[src/psu_pkg.sv]
// Shared types and constants for the particle swarm update block.
package psu_pkg;
   localparam int MaxParticles = 64;
   localparam int IdxW = $clog2(MaxParticles);
   localparam int CntW = IdxW + 1;
   localparam int CoefFrac = 14;
   localparam int RandFrac = 16;

   localparam logic [1:0] KIND_LOAD = 2'd0;
   localparam logic [1:0] KIND_FIT  = 2'd1;
   localparam logic [1:0] KIND_MOVE = 2'd2;
   localparam logic [1:0] KIND_NONE = 2'd3;

   localparam logic [1:0] CSR_C1  = 2'd0;
   localparam logic [1:0] CSR_C2  = 2'd1;
   localparam logic [1:0] CSR_W   = 2'd2;
   localparam logic [1:0] CSR_ACT = 2'd3;

   typedef logic signed [31:0] word_type;

   // controller to datapath
   typedef struct packed {
      logic capture;   // latch input beat, issue memory read
      logic setup;     // latch memory read data, form coefficients
      logic dim_mul;   // multiply stage for current dimension
      logic dim_acc;   // accumulate and write back current dimension
      logic [1:0] dim;
      logic commit;    // write memories, load result register
   } cmd_type;

   typedef struct packed {
      logic reject;
   } sts_type;
endpackage

[src/psu_control.sv]
// Sequencer for one item: capture, setup, three dimension passes, commit, deliver.
module psu_control import psu_pkg::*; (
   input  logic clock,
   input  logic reset,
   input  logic req_valid,
   output logic req_stall,
   output logic rsp_valid,
   input  logic rsp_stall,
   output cmd_type cmd
);
   localparam logic [2:0] ST_IDLE = 3'd0;
   localparam logic [2:0] ST_SETUP = 3'd1;
   localparam logic [2:0] ST_MUL = 3'd2;
   localparam logic [2:0] ST_ACC = 3'd3;
   localparam logic [2:0] ST_COMMIT = 3'd4;
   localparam logic [2:0] ST_OUT = 3'd5;

   logic [2:0] state_ff, state_in;
   logic [1:0] dim_ff, dim_in;

   assign req_stall = (state_ff != ST_IDLE);
   assign rsp_valid = (state_ff == ST_OUT);

   always_comb begin
      state_in = state_ff;
      dim_in = dim_ff;
      cmd = '0;
      cmd.dim = dim_ff;
      unique case (state_ff)
         ST_IDLE: begin
            if (req_valid) begin
               cmd.capture = 1'b1;
               state_in = ST_SETUP;
            end
         end
         ST_SETUP: begin
            cmd.setup = 1'b1;
            dim_in = 2'd0;
            state_in = ST_MUL;
         end
         ST_MUL: begin
            cmd.dim_mul = 1'b1;
            state_in = ST_ACC;
         end
         ST_ACC: begin
            cmd.dim_acc = 1'b1;
            if (dim_ff == 2'd2) begin
               state_in = ST_COMMIT;
            end else begin
               dim_in = dim_ff + 2'd1;
               state_in = ST_MUL;
            end
         end
         ST_COMMIT: begin
            cmd.commit = 1'b1;
            state_in = ST_OUT;
         end
         ST_OUT: begin
            if (!rsp_stall) state_in = ST_IDLE;
         end
         default: state_in = ST_IDLE;
      endcase
   end

   always_ff @(posedge clock) begin
      if (reset) begin
         state_ff <= ST_IDLE;
         dim_ff <= 2'd0;
      end else begin
         state_ff <= state_in;
         dim_ff <= dim_in;
      end
   end

   a_one_cmd: assert property (@(posedge clock) disable iff (reset)
      $countones({cmd.capture, cmd.setup, cmd.dim_mul, cmd.dim_acc, cmd.commit}) <= 1)
      else $error("more than one datapath command");
   a_commit_out: assert property (@(posedge clock) disable iff (reset)
      cmd.commit |=> rsp_valid) else $error("commit without result");
   a_acc_after_mul: assert property (@(posedge clock) disable iff (reset)
      cmd.dim_acc |-> $past(cmd.dim_mul)) else $error("accumulate without multiply");
endmodule

[config.mk]
export PLATFORM = sky130hd
export DESIGN_NAME = psu_control
export DESIGN_NICKNAME = d
export VERILOG_FILES = /design/src/psu_pkg.sv /design/src/psu_control.sv
export SDC_FILE = /design/constraint.sdc
export NUM_CORES = 1
export LEC_CHECK = 0
export BUFFER_PORTS_ARGS = -buffer_cell sky130_fd_sc_hd__buf_2
export CAP_MARGIN = 20
export CORE_AREA = 4 4 41 43
export DETAILED_ROUTE_END_ITERATION = 7
export DIE_AREA = 0 0 45 47
export GPL_TIMING_DRIVEN = 0
export PLACE_DENSITY = 0.4
export SLEW_MARGIN = 20
export SYNTH_ARGS = -nofsm -noshare
export SYNTH_HDL_FRONTEND = slang
export SYNTH_SLANG_ARGS = --single-unit
[constraint.sdc]
create_clock -name clock -period 1.5 [get_ports clock]
set_input_delay 0.3 -clock clock [delete_from_list [all_inputs] [get_ports clock]]
set_output_delay 0.3 -clock clock [all_outputs]
set_load 0.01 [all_outputs]
== Yosys cells after proc, flatten, opt, wreduce, memory -nomap -nowiden ==
Cells that the tools add are included.

* Muxes and demuxes: 12
* Reductions and logical operators: 5
* Eq/ne operators: 9
* Add/sub/neg operators: 1

{| class="wikitable"
|+ Operator list
! cell !! count
|-
| $pmux W3 S6 || 1
|-
| $mux W3 || 3
|-
| $eq A3 B2 Y1 const B || 2
|-
| $eq A3 B3 Y1 const B || 2
|-
| $mux W1 || 6
|-
| $ne A2 B2 Y1 const B || 3
|-
| $pmux W2 S2 || 1
|-
| $reduce_and A2 Y1 || 2
|-
| $eq A3 B1 Y1 const B || 1
|-
| $logic_not A3 Y1 || 1
|-
| $reduce_bool A3 Y1 || 1
|-
| $add A2 B1 Y2 const B || 1
|-
| $eq A2 B2 Y1 const B || 1
|-
| $mux W2 || 1
|-
| $reduce_bool A2 Y1 || 1
|}

* Bits in registers: 5
* Output and inout port bits: 9
* Word-level logic and storage cells: 29
* Input bits: 4

== Longest topological paths before layout ==
* Depth after elaboration: 3
* Depth in mapped cells: 5
* Gate-level depth less buffers: 5

== Worst setup path before layout ==
OpenSTA, ideal clock, no wires.

* Path kind: register to output
* Start point: reg state_ff[2]
* End point: out cmd[6] (netlist name)
* Arrival time: 1.096 ns
* Path slack: 0.104 ns
* Data required time: 1.200 ns
* Path buffers: 1
* Cell stages (with the launch flop): 4
* Cells stage by stage: dfxtp_1 clkbuf_1 or3_2 nor2_1

{| class="wikitable"
|+ RTL lines
! what !! RTL line !! text
|-
| start: declaration || psu_control.sv:18 || <nowiki>logic [2:0] state_ff, state_in;</nowiki>
|-
| start signal: assignment || psu_control.sv:70 || <nowiki>state_ff <= state_in;</nowiki>
|-
| end: declaration || psu_control.sv:9 || <nowiki>output cmd_type cmd</nowiki>
|}

==> results.yml <==
status:
  status: "finished, final reports clean"
power:
  power.density_nw_per_um2: 882
  clock_power_share: 0.415
  p_comb_frac: 0.175
  irDropWorstVdd_mv: 0.593
  p_leak_uw: 0.000193
  power.share.switching: 0.248
  fin_total_pwr_uw: 362
  seqPwrFrac: 0.411
  internal_power_uw: 272
  switchingPower_uw: 89.8
worst_setup_path:
  worst_ep_required_time_ns: 1.20
  critical-path-slowest-cell: "or3_4"
  crit_path_max_incr_delay_ns: 0.36
  path_cells: "or3_4 -> nor2_1 -> buf_2"
  critPathBufInv: 1
  cp.arrival_ns: 1.16
  endpoint_kind: "output port"
  path_delay_family: "simple AND/OR/NAND/NOR gates"
  cp_max_fo: 6
  path_class: "reg2out"
  start_kind: "register"
synthesis:
  yosysSeqAreaShare: 0.372
  syn_area_um2: 269
  synthesis.area_per_instance_um2: 7.91
  synthAdderAreaFrac: 0.0465
  yosys.area_share.xor_xnor: 0
  ys_seq_elements: 5
  synthMuxAreaShare: 0
  synth_top_family_by_area: "simple AND/OR/NAND/NOR gates"
  syn_nets: 39
  ys_types: 18
  postSynthCellCount: 34
  synth_compound_area_frac: 0.205
  ys_warn_count: 0
  synthSimpleGateAreaFrac: 0.307
clock_tree:
  clk_latency_ns: 0.24
  cts_buffer_depth: 2
  numCtsBuffers: 3
  cts_tree: "done"
  clk_pin_slew_worst_paths_ns: 0.04
  clockRootBuffer: "clkbuf_4"
  htreeDepth: 1
  cts_sinks: 5
drt:
  viasPerCell: 4.25
  wire_per_inst_um: 9.90
  ant_nets: 0
  drtIter0Drc: 3
  via_count: 289
  drt_wl_total_um: 673
  drc: 0
  firstDrtPassIters: 2
sta:
  holdWs_ns: 0.276
  max_freq_mhz: 685
  finalHoldViolations: 0
  worst_clock_skew_ns: 0.00157
  setup_violations: 0
  finalCriticalPeriod_ns: 1.46
  max-slew-margin-rel: 0.772
  fin_ws_ns: 0.0406
  rsz0062_at_grt: "true"
  fin_crit_sh: 0.973
  worstMarginPinSlew_ns: 0.333
  slew_violations: 0
  final.setup.tns_ns: 0
finish:
  instances_no_fill: 68
  drive_gt1_frac: 0.491
  area_growth_pct: 52.6
  final_cell_mix: "buf_2 (12), nor2_1 (4), a21oi_1 (4), buf_4 (4)"
  final_common_cell: "buf_2"
  fillers: 155
  num-nets-final: 59
  diodes: 0
grt:
  busiest_layer: "met2"
  antenna_found_initial: 0
  grt_use_met2: 0.113
  grt_pass1_wl_um: 1110
  grt_pass1_vias: 265
  met3_usage: 0.0690
  gr-usage-met1: 0.0868
  grt-ovfl-total: 0
  grt_use_total: 0.0759
  grt_max_degree: 10
die:
  rows: 13
  die-width_um: 45
  start_util: 0.207
  die_h_um: 47
  ios: 13
  dieArea_um2: 2120
  design.core.area_um2: 1300
min_path:
  hold_path.class: "in2reg"
job:
  cap_violations: 0
placed_design:
  hpwlAfterDp_um: 501
  preCtsSetupSlack_ns: 0.0670
  gp_congestion: 0.647
  place_inst: 61
  port_buffers: 12
## worst paths after layout
check / start / end / slack (ns) / cells past startpoint
max reg2reg: dim_ff[0]$_SDFFE_PP0P_ / dim_ff[1]$_SDFFE_PP0P_ / 0.12 / 4
max: state_ff[1]$_SDFFE_PP0P_ / cmd[6] / 0.04 / 3
min reg2reg: state_ff[1]$_SDFFE_PP0P_ / state_ff[0]$_SDFFE_PP0P_ / 0.50 / 1
min: reset / dim_ff[0]$_SDFFE_PP0P_ / 0.28 / 2
## Yosys cell counts (all sizes together)
cell type	count	area share
a21oi	4	0.074
nor3	2	0.037
nor2	4	0.056
clkbuf	1	0.014
nand2b	1	0.023
or4	2	0.056
nand3b	1	0.028
ha	1	0.047
or3	1	0.028
o211ai	1	0.028
a2111oi	2	0.065
and3	1	0.028
o21ai	2	0.037
and2	2	0.051
inv	4	0.056
dfxtp	5	0.37
## logic make-up (layout without fill, tap and decap cells)
| kind of cell | Yosys count | count (layout) |
|---|---|---|
| AO/OA/AOI/OAI | 9 | 9 |
| adder cells (fa/ha/maj) | 1 | 1 |
| buffers and inverters | 5 | 24 |
| flip-flops | 5 | 5 |
| AND/OR/NAND/NOR | 14 | 14 |
## per-layer routing
metal | wire length (µm) | vias up
met1 | 293 | 121
met5 | 0 | -
met2 | 307 | 9
met3 | 71 | 0
met4 | 0 | 0
li1 | - | 159
## what timing repair did
item / 4_1_cts / 5_1_grt
resized for setup: 6 / 2
setup buffers: 1 / 3
hold buffers: 0 / 0
pin swaps: 1 / 2
setup endpoints to repair: 2 / 2
## per-stage QoR
stage	utilization	area [µm²]
finish	0.315	410
global placement	0.267	348
global route	0.315	410
CTS	0.306	398
detailed placement	0.267	348
floorplan	-	269
## final cells by class
| class | instances | area [µm²] | area share |
|---|---|---|---|
| Timing Repair Buffer | 16 | 90.1 | 0.220 |
| Sequential cell | 5 | 106 | 0.259 |
| Tap cell | 15 | 18.8 | 0.0457 |
| Clock buffer | 4 | 26.3 | 0.0640 |
| Inverter | 4 | 15.0 | 0.0366 |
| Multi-Input combinational cell | 24 | 154 | 0.375 |
## registers in the layout (all words and copies together), names as in the netlist
register  count
state_ff      3
dim_ff        2
## power groups by stage
| stage | clock [µW] | combinational, µW | sequential [µW] |
|---|---|---|---|
| after floorplan | 0 | 29.1 | 149 |
| after global placement | 0 | 51.4 | 152 |
| after detailed placement | 0 | 51.0 | 151 |
| after CTS | 159 | 53.6 | 150 |
| after global routing | 171 | 69.3 | 149 |
| final | 150 | 63.2 | 149 |
(Power assumes the default switching activity.)
